$ cat config.mk
export PLATFORM = sky130hd
export DESIGN_NAME = positional_array_insert_remove_search
export DESIGN_NICKNAME = d
export VERILOG_FILES = /design/src/hw/rtl/pia_pkg.sv /design/src/hw/rtl/pia_ram.sv /design/src/hw/rtl/pia_seq.sv /design/src/hw/rtl/positional_array_insert_remove_search.sv
export VERILOG_INCLUDE_DIRS = /design/src /design/src/hw/rtl
export SDC_FILE = /design/constraint.sdc
export NUM_CORES = 2
export LEC_CHECK = 0
export BUFFER_PORTS_ARGS = -buffer_cell sky130_fd_sc_hd__clkbuf_2
export CORE_ASPECT_RATIO = 0.7
export CORE_MARGIN = 3
export CORE_UTILIZATION = 45
export CTS_BUF_LIST = sky130_fd_sc_hd__clkbuf_4 sky130_fd_sc_hd__clkbuf_8 sky130_fd_sc_hd__clkbuf_16
export DETAILED_ROUTE_END_ITERATION = 10
export SYNTH_ARGS = -nofsm -noshare
export SYNTH_HDL_FRONTEND = slang
export SYNTH_SLANG_ARGS = --single-unit
$ cat constraint.sdc
create_clock -name clk_i -period 8.75 [get_ports clk_i]
set_clock_uncertainty 0.05 [all_clocks]
set_input_delay 1.75 -clock clk_i [delete_from_list [all_inputs] [get_ports clk_i]]
set_output_delay 1.75 -clock clk_i [all_outputs]
set_load 0.01 [all_outputs]
$ cat src/hw/rtl/assert_macros.svh
// Shared assertion macros for the RTL.
`ifndef ASSERT_MACROS_SVH
`define ASSERT_MACROS_SVH

// Checked only while out of reset.
`define ASSERT_RST(lbl, clk, rst_n, prop, msg) \
  lbl: assert property (@(posedge clk) disable iff (!rst_n) prop) else $error(msg);

// Checked at every edge, reset included.
`define ASSERT_ALWAYS(lbl, clk, prop, msg) \
  lbl: assert property (@(posedge clk) prop) else $error(msg);

`endif

$ cat src/hw/rtl/pia_pkg.sv
package pia_pkg;

  localparam int unsigned POS_W     = 7;
  localparam int unsigned VAL_W     = 32;
  localparam int unsigned CNT_OUT_W = 7;

  typedef enum logic [1:0] {
    OP_INSERT = 2'd0,
    OP_REMOVE = 2'd1,
    OP_SEARCH = 2'd2,
    OP_NONE   = 2'd3
  } op_e;

  typedef enum logic [1:0] {
    ST_OK      = 2'd0,
    ST_BAD_POS = 2'd1,
    ST_EMPTY   = 2'd2,
    ST_FULL    = 2'd3
  } status_e;

  typedef struct packed {
    status_e                status;
    logic                   found;
    logic [CNT_OUT_W-1:0]   entry_count;
  } result_t;

endpackage

$ cat src/hw/rtl/pia_ram.sv
module pia_ram #(
  parameter int unsigned Width = 32,
  parameter int unsigned Depth = 64
) (
  input  logic                     clk_i,
  input  logic                     we_i,
  input  logic [$clog2(Depth)-1:0] waddr_i,
  input  logic [Width-1:0]         wdata_i,
  input  logic                     re_i,
  input  logic [$clog2(Depth)-1:0] raddr_i,
  output logic [Width-1:0]         rdata_o
);

  logic [Width-1:0] mem_q [Depth];
  logic [Width-1:0] rdata_q;

  always_ff @(posedge clk_i) begin
    if (we_i) begin
      mem_q[waddr_i] <= wdata_i;
    end
    if (re_i) begin
      rdata_q <= mem_q[raddr_i];
    end
  end

  assign rdata_o = rdata_q;

endmodule

$ cat src/hw/rtl/pia_seq.sv
`include "assert_macros.svh"

module pia_seq #(
  parameter int unsigned Capacity = 64
) (
  input  logic                            clk_i,
  input  logic                            rst_ni,
  input  logic                            start_i,
  input  pia_pkg::op_e                    op_i,
  input  logic [pia_pkg::POS_W-1:0]       pos_i,
  input  logic [pia_pkg::VAL_W-1:0]       val_i,
  output logic                            ready_o,
  input  logic                            out_free_i,
  output logic                            done_o,
  output pia_pkg::result_t                result_o,
  output logic                            ram_we_o,
  output logic [$clog2(Capacity)-1:0]     ram_waddr_o,
  output logic [pia_pkg::VAL_W-1:0]       ram_wdata_o,
  output logic                            ram_re_o,
  output logic [$clog2(Capacity)-1:0]     ram_raddr_o,
  input  logic [pia_pkg::VAL_W-1:0]       ram_rdata_i
);
  import pia_pkg::*;

  localparam int unsigned AW    = $clog2(Capacity);
  localparam int unsigned CW    = $clog2(Capacity + 1);
  localparam int unsigned CMP_W = (CW > POS_W) ? CW : POS_W;

  typedef enum logic [1:0] {
    S_IDLE,
    S_RUN,
    S_DONE
  } state_e;

  state_e            state_q, state_d;
  op_e               op_q, op_d;
  status_e           status_q, status_d;
  logic              found_q, found_d;
  logic [CW-1:0]     count_q, count_d;
  logic [CW-1:0]     idx_q, idx_d;
  logic [CW-1:0]     pos_q, pos_d;
  logic [VAL_W-1:0]  val_q, val_d;
  logic              pend_q, pend_d;
  logic [AW-1:0]     pend_addr_q, pend_addr_d;

  logic [CW-1:0]     idx_m1;
  logic [CW-1:0]     idx_p1;
  logic [CMP_W-1:0]  pos_x;
  logic [CMP_W-1:0]  count_x;

  assign idx_m1  = idx_q - CW'(1);
  assign idx_p1  = idx_q + CW'(1);
  assign pos_x   = CMP_W'(pos_i);
  assign count_x = CMP_W'(count_q);

  always_comb begin
    state_d     = state_q;
    op_d        = op_q;
    status_d    = status_q;
    found_d     = found_q;
    count_d     = count_q;
    idx_d       = idx_q;
    pos_d       = pos_q;
    val_d       = val_q;
    pend_d      = 1'b0;
    pend_addr_d = pend_addr_q;
    ram_we_o    = 1'b0;
    ram_waddr_o = pend_addr_q;
    ram_wdata_o = ram_rdata_i;
    ram_re_o    = 1'b0;
    ram_raddr_o = idx_q[AW-1:0];
    done_o      = 1'b0;

    unique case (state_q)
      S_IDLE: begin
        if (start_i) begin
          op_d     = op_i;
          val_d    = val_i;
          pos_d    = CW'(pos_i);
          status_d = ST_OK;
          found_d  = 1'b0;
          state_d  = S_RUN;
          unique case (op_i)
            OP_INSERT: begin
              idx_d = count_q;
              if (count_q == CW'(Capacity)) begin
                status_d = ST_FULL;
                state_d  = S_DONE;
              end else if (pos_x > count_x) begin
                status_d = ST_BAD_POS;
                state_d  = S_DONE;
              end
            end
            OP_REMOVE: begin
              idx_d = CW'(pos_i) + CW'(1);
              if (count_q == '0) begin
                status_d = ST_EMPTY;
                state_d  = S_DONE;
              end else if (pos_x >= count_x) begin
                status_d = ST_BAD_POS;
                state_d  = S_DONE;
              end
            end
            OP_SEARCH: begin
              idx_d = '0;
            end
            default: begin
              state_d = S_DONE;
            end
          endcase
        end
      end

      S_RUN: begin
        unique case (op_q)
          OP_INSERT: begin
            // entries move up one place, top first
            ram_we_o = pend_q;
            if (idx_q > pos_q) begin
              ram_re_o    = 1'b1;
              ram_raddr_o = idx_m1[AW-1:0];
              pend_d      = 1'b1;
              pend_addr_d = idx_q[AW-1:0];
              idx_d       = idx_m1;
            end else if (!pend_q) begin
              ram_we_o    = 1'b1;
              ram_waddr_o = pos_q[AW-1:0];
              ram_wdata_o = val_q;
              count_d     = count_q + CW'(1);
              state_d     = S_DONE;
            end
          end
          OP_REMOVE: begin
            ram_we_o = pend_q;
            if (idx_q < count_q) begin
              ram_re_o    = 1'b1;
              pend_d      = 1'b1;
              pend_addr_d = idx_m1[AW-1:0];
              idx_d       = idx_p1;
            end else if (!pend_q) begin
              count_d = count_q - CW'(1);
              state_d = S_DONE;
            end
          end
          OP_SEARCH: begin
            if (pend_q && ram_rdata_i == val_q) begin
              found_d = 1'b1;
            end
            if (idx_q < count_q) begin
              ram_re_o = 1'b1;
              pend_d   = 1'b1;
              idx_d    = idx_p1;
            end else if (!pend_q) begin
              state_d = S_DONE;
            end
          end
          default: begin
            state_d = S_DONE;
          end
        endcase
      end

      S_DONE: begin
        if (out_free_i) begin
          done_o  = 1'b1;
          state_d = S_IDLE;
        end
      end

      default: begin
        state_d = S_IDLE;
      end
    endcase
  end

  always_ff @(posedge clk_i or negedge rst_ni) begin
    if (!rst_ni) begin
      state_q     <= S_IDLE;
      op_q        <= OP_NONE;
      status_q    <= ST_OK;
      found_q     <= 1'b0;
      count_q     <= '0;
      idx_q       <= '0;
      pos_q       <= '0;
      val_q       <= '0;
      pend_q      <= 1'b0;
      pend_addr_q <= '0;
    end else begin
      state_q     <= state_d;
      op_q        <= op_d;
      status_q    <= status_d;
      found_q     <= found_d;
      count_q     <= count_d;
      idx_q       <= idx_d;
      pos_q       <= pos_d;
      val_q       <= val_d;
      pend_q      <= pend_d;
      pend_addr_q <= pend_addr_d;
    end
  end

  assign ready_o              = (state_q == S_IDLE);
  assign result_o.status      = status_q;
  assign result_o.found       = found_q;
  assign result_o.entry_count = CNT_OUT_W'(count_q);

  `ASSERT_RST(a_count_bound, clk_i, rst_ni, count_q <= CW'(Capacity),
              "count above capacity")
  `ASSERT_RST(a_no_rw_clash, clk_i, rst_ni,
              !(ram_we_o && ram_re_o && ram_waddr_o == ram_raddr_o),
              "read and write hit the same entry")
  `ASSERT_RST(a_count_only_at_end, clk_i, rst_ni,
              (state_q == S_IDLE) |=> $stable(count_q),
              "count moved outside an operation")
  `ASSERT_RST(a_pend_only_running, clk_i, rst_ni, pend_q |-> (state_q == S_RUN),
              "read in flight outside the shift loop")

endmodule

$ cat src/hw/rtl/positional_array_insert_remove_search.sv
// Positional array: an ordered list of signed 32-bit values with insert,
// remove and search, held in one single-port-write, registered-read RAM.
// Input transfer on s_axis: op (0 insert, 1 remove, 2 search, 3 no-op),
// position and value. Each input transfer gives exactly one output transfer
// on m_axis: status, found flag and the entry count after the operation.
// Work goes one entry per cycle through the RAM read port: insert moves
// the entries from the top down to the position up one place and then
// writes the value, remove moves the entries above the position down one
// place, and search reads every entry and compares it with the value;
// rejected and no-op items move or read no entry.
// One item is in progress at a time; s_axis_tready drops from the
// transfer until the result has moved into the output register, which may
// hold a previous result while the next item runs. If m_axis stalls, the
// finished item waits in the sequencer and no new item is taken.
// Reset clears the entry count and the output valid; RAM contents are left
// as they are and are never read beyond the count, so no clearing pass.
`include "assert_macros.svh"

module positional_array_insert_remove_search #(
  parameter int unsigned CAPACITY = 64
) (
  input  logic        clk_i,
  input  logic        rst_ni,
  input  logic        s_axis_tvalid,
  output logic        s_axis_tready,
  input  logic [47:0] s_axis_tdata,   // op[1:0], position[8:2], value[40:9], zero pad
  output logic        m_axis_tvalid,
  input  logic        m_axis_tready,
  output logic [15:0] m_axis_tdata    // status[1:0], found[2], entry_count[9:3], zero pad
);
  import pia_pkg::*;

  localparam int unsigned AW = $clog2(CAPACITY);

  logic              seq_ready;
  logic              seq_done;
  logic              out_free;
  result_t           seq_res;
  result_t           out_q;
  logic              out_valid_q;

  logic              ram_we, ram_re;
  logic [AW-1:0]     ram_waddr, ram_raddr;
  logic [VAL_W-1:0]  ram_wdata, ram_rdata;

  assign s_axis_tready = seq_ready;
  assign out_free      = !out_valid_q || m_axis_tready;

  pia_seq #(
    .Capacity (CAPACITY)
  ) u_seq (
    .clk_i       (clk_i),
    .rst_ni      (rst_ni),
    .start_i     (s_axis_tvalid && seq_ready),
    .op_i        (op_e'(s_axis_tdata[1:0])),
    .pos_i       (s_axis_tdata[8:2]),
    .val_i       (s_axis_tdata[40:9]),
    .ready_o     (seq_ready),
    .out_free_i  (out_free),
    .done_o      (seq_done),
    .result_o    (seq_res),
    .ram_we_o    (ram_we),
    .ram_waddr_o (ram_waddr),
    .ram_wdata_o (ram_wdata),
    .ram_re_o    (ram_re),
    .ram_raddr_o (ram_raddr),
    .ram_rdata_i (ram_rdata)
  );

  pia_ram #(
    .Width (VAL_W),
    .Depth (CAPACITY)
  ) u_ram (
    .clk_i   (clk_i),
    .we_i    (ram_we),
    .waddr_i (ram_waddr),
    .wdata_i (ram_wdata),
    .re_i    (ram_re),
    .raddr_i (ram_raddr),
    .rdata_o (ram_rdata)
  );

  always_ff @(posedge clk_i or negedge rst_ni) begin
    if (!rst_ni) begin
      out_valid_q <= 1'b0;
    end else if (seq_done) begin
      out_valid_q <= 1'b1;
    end else if (m_axis_tready) begin
      out_valid_q <= 1'b0;
    end
  end

  always_ff @(posedge clk_i) begin
    if (seq_done) begin
      out_q <= seq_res;
    end
  end

  assign m_axis_tvalid = out_valid_q;
  assign m_axis_tdata  = {6'b0, out_q.entry_count, out_q.found, out_q.status};

  `ASSERT_ALWAYS(a_reset_quiet, clk_i, !rst_ni |=> !out_valid_q,
                 "result valid during reset")
  `ASSERT_RST(a_done_needs_room, clk_i, rst_ni,
              seq_done |-> (!out_valid_q || m_axis_tready),
              "result written over an untaken one")
  `ASSERT_RST(a_no_take_while_busy, clk_i, rst_ni,
              (s_axis_tvalid && s_axis_tready) |=> !s_axis_tready,
              "second item taken while one is in progress")

endmodule

==> impl_metrics.csv <==
group,metric,value,unit
global_routing,grtUsageTotal,0.262,
logic_synthesis,synth-edff-count,2090,
logic_synthesis,syn_avg_cell_area,15.2,µm²
global_routing,overflow,0,
worst_setup_path,r2r-end,"u_ram.mem_q[43][1]$_DFFE_PP_",
sta,final.setup.tns,0,ns
sta,slew_violations,0,
global_routing,gr-usage-met3,0.0503,
die,die-area,0.195,mm²
drt,ant_nets,0,
global_routing,met1_usage,0.403,
power_and_ir_drop,p_leak,31.2,nW
worst_setup_path,cpLargestDelayFamily,"simple AND/OR/NAND/NOR gates",
flow_run,cap_violations,0,
sta,setup_viol,0,
clock_tree,clock_sinks,2158,
global_routing,antenna_found_initial,1,
die,io_pins,70,
power_and_ir_drop,powerDensity,346,mW/mm²
logic_synthesis,synth_ff_type,"edfxtp_1",
die,start_util,0.457,
worst_hold_path,hp-class,"flop to flop",
placed_design,portBuffers,56,
outcome,outcome,"finished, final reports clean",
clock_tree,cts_hold_buf,0,
die,coreArea,0.187,mm²
global_routing,top_usage_layer,"met1",
sta,min_period_over_period,0.744,
drt,wl_per_cell,31.5,µm
worst_setup_path,startpoint,"u_seq.idx_q[4]$_DFFE_PN0P_",
finish,area_delta_synth_final,11.9,%
sta,rsz0062_at_grt,"no",
worst_setup_path,crit_fanout,18,
placed_design,hpwl,146000,µm
worst_setup_path,crit_arrival,6.94,ns
worst_setup_path,crit_slowest_cell,"nor2_4",
clock_tree,cts_resized,0,
sta,worst_pin_slew,1.34,ns
sta,report.final.hold_viol_count,0,
worst_hold_path,hold_path_depth,0,
worst_setup_path,crit_required,9.19,ns
clock_tree,clkTransAtPathRegs,0.06,ns
worst_setup_path,worst_setup_path_start_kind,"flop",
worst_setup_path,end_kind,"flop",
worst_setup_path,r2r_cells,9,
drt,route.detailed.drc,0,
clock_tree,cts_buffers,198,
finish,drive_gt1_frac,0.125,
finish,fin_nets,5760,
global_routing,grt_pass1_wl,370000,µm
placed_design,gp_congestion,0.905,
sta,fmax,154,MHz
logic_synthesis,synth_warnings,0,
logic_synthesis,yosysSeqAreaShare,0.756,
drt,drt_first_iter_violations,8106,
die,rows,132,
power_and_ir_drop,ir_worst_vdd,0.000369,V
worst_hold_path,holdPathEnd,"m_axis_tdata[0]$_DFFE_PP_",
logic_synthesis,ys_types,96,
worst_hold_path,hp-start,"u_seq.status_q[0]$_DFFE_PN0P_",
logic_synthesis,syn_area,0.0853,mm²
logic_synthesis,ys_async_sr_fraction,0.0315,
finish,fin_area,0.0954,mm²
worst_setup_path,worst-path-buf-inv,1,
drt,viasPerCell,6.37,
placed_design,place_area,0.0891,mm²
worst_setup_path,crit_type,"flop to flop",
drt,wirelength,261000,µm
drt,firstDrtPassIters,8,
clock_tree,cts_setup_buffers,0,
clock_tree,cts_tree,"yes",
clock_tree,htree_levels,4,
die,dieHeight,370,µm
sta,max_slew_margin,0.0955,
finish,finish.utilization,0.511,
worst_setup_path,worst-r2r-setup-slack,2.24,ns
worst_setup_path,max_stage_delay,1.01,ns
logic_synthesis,synth-seq-cells,2158,
drt,vias,52900,
worst_setup_path,path_cells,"ha_1 -> and4_1 -> o21a_1 -> nor2_1 -> o21ai_4 -> mux2i_1 -> nand4bb_1 -> nor2_4 -> buf_4",
logic_synthesis,synth_cells,5624,
global_routing,grt_pass1_vias,48800,
clock_tree,cts_max_path_buffers,4,
sta,min_period,6.51,ns
global_routing,grt_max_degree,169,
clock_tree,cts_root_buf,"clkbuf_16",
clock_tree,insertion_delay,0.83,ns
global_routing,use_met2,0.379,
worst_setup_path,rr_startpoint,"u_seq.idx_q[4]$_DFFE_PN0P_",
finish,fillerInstances,15400,
die,die_x,526,µm
per-layer routing:
| metal | vias to the layer above | share of wire |
|---|---|---|
| li1 | 22300 | - |
| met1 | 27000 | 0.43 |
| met2 | 3148 | 0.43 |
| met3 | 381 | 0.11 |
| met4 | 0 | 0.029 |
| met5 | - | 0 |
sequential cells by signal, indices dropped and copies added (netlist names), 2 cells and up:
| signal | count |
|---|---|
| u_seq.state_q | 2 |
| u_seq.op_q | 2 |
| u_seq.pos_q | 7 |
| u_seq.status_q | 2 |
| u_ram.rdata_o | 32 |
| u_seq.count_q | 7 |
| u_ram.mem_q | 2048 |
| m_axis_tdata | 10 |
| u_seq.idx_q | 7 |
| u_seq.pend_addr_q | 6 |
| u_seq.val_q | 32 |
through the flow:
| step | setup slack [ns] | hold WS, ns | total power, mW | std cells |
|---|---|---|---|---|
| 5_1_grt | 1.98 | 0.411 | 34.1 | 8300 |
| 6_report | 2.24 | 0.407 | 33.0 | 8303 |
| 2_1_floorplan | 3.86 | 0.371 | 19.9 | 5629 |
| 3_3_place_gp | 2.39 | 0.382 | 24.2 | 7949 |
| 4_1_cts | 2.29 | 0.406 | 32.9 | 8300 |
| 3_5_place_dp | 2.32 | 0.391 | 24.4 | 7949 |
placed cells by master (no fill, tap or decap), types with 41 or more instances in the layout:
master / synthesis / final
o21ai_0: 54 / 53
a211oi_1: 334 / 334
nand4_1: 45 / 45
a31oi_1: 124 / 124
inv_1: 107 / 107
clkinv_1: 0 / 52
clkbuf_2: 0 / 55
a311oi_1: 84 / 84
o221ai_1: 111 / 111
nor2_4: 0 / 66
nor2_1: 468 / 402
a21oi_1: 42 / 41
mux2i_1: 82 / 81
clkbuf_4: 0 / 44
nand2_1: 463 / 463
nand3_1: 125 / 125
edfxtp_1: 2090 / 2090
buf_4: 35 / 159
mux2_2: 73 / 73
nor4_1: 91 / 90
and3_1: 333 / 333
clkbuf_16: 0 / 203
dfrtp_1: 66 / 66
xnor2_1: 43 / 43
o22ai_1: 139 / 138
power breakdown:
part	internal, mW	leakage, nW	total (mW)	switching, mW
Clock	4.81	3.14	8.54	3.74
Sequential	12.9	19.6	13.2	0.335
Combinational	2.85	8.42	11.2	8.33
cell usage after synthesis, types with 73 or more instances:
master	count	area share
a211oi_1	334	0.029
nand2_1	463	0.020
mux2i_1	82	0.0096
nand3_1	125	0.0073
nor2_1	468	0.021
a311oi_1	84	0.0086
buf_2	108	0.0063
edfxtp_1	2090	0.74
o221ai_1	111	0.011
mux2_2	73	0.0096
a31oi_1	124	0.0091
nor4_1	91	0.0067
and3_1	333	0.024
o22ai_1	139	0.010
inv_1	107	0.0047
clkbuf_1	211	0.0093
how the worst max path moves through the flow:
stage                                               to  slack [ns]  depth (start not counted)
after global placement    u_ram.mem_q[43][1]$_DFFE_PP_        2.39                          9
after floorplan           u_ram.mem_q[10][0]$_DFFE_PP_        3.86                         14
after detailed placement  u_ram.mem_q[43][1]$_DFFE_PP_        2.32                          9
after global routing      u_ram.mem_q[40][1]$_DFFE_PP_        1.98                          9
final                     u_ram.mem_q[43][1]$_DFFE_PP_        2.24                          9
after CTS                 u_ram.mem_q[43][1]$_DFFE_PP_        2.29                          9
logic make-up after synthesis:
| family | synth area share |
|---|---|
| xor gates and xnor gates | 0.00524 |
| DFF | 0.756 |
| adders and majority gates | 0.00566 |
| other | 0.0000440 |
| buffers and inverters | 0.0257 |
| and+or+nand+nor | 0.0900 |
| muxes | 0.0194 |
| AOI/OAI and AO/OA | 0.0979 |
cell type report:
type / instances / area, µm² / share of cell area
Sequential cell: 2158 / 64500 / 0.676
Multi-Input combinational cell: 2972 / 19300 / 0.203
Clock buffer: 250 / 5450 / 0.0571
Tap cell: 2479 / 3100 / 0.0325
Timing Repair Buffer: 232 / 1830 / 0.0192
Clock inverter: 101 / 825 / 0.00864
Inverter: 108 / 405 / 0.00425
Antenna cell: 3 / 7.51 / 0.0000787
(Power assumes the default switching activity.)
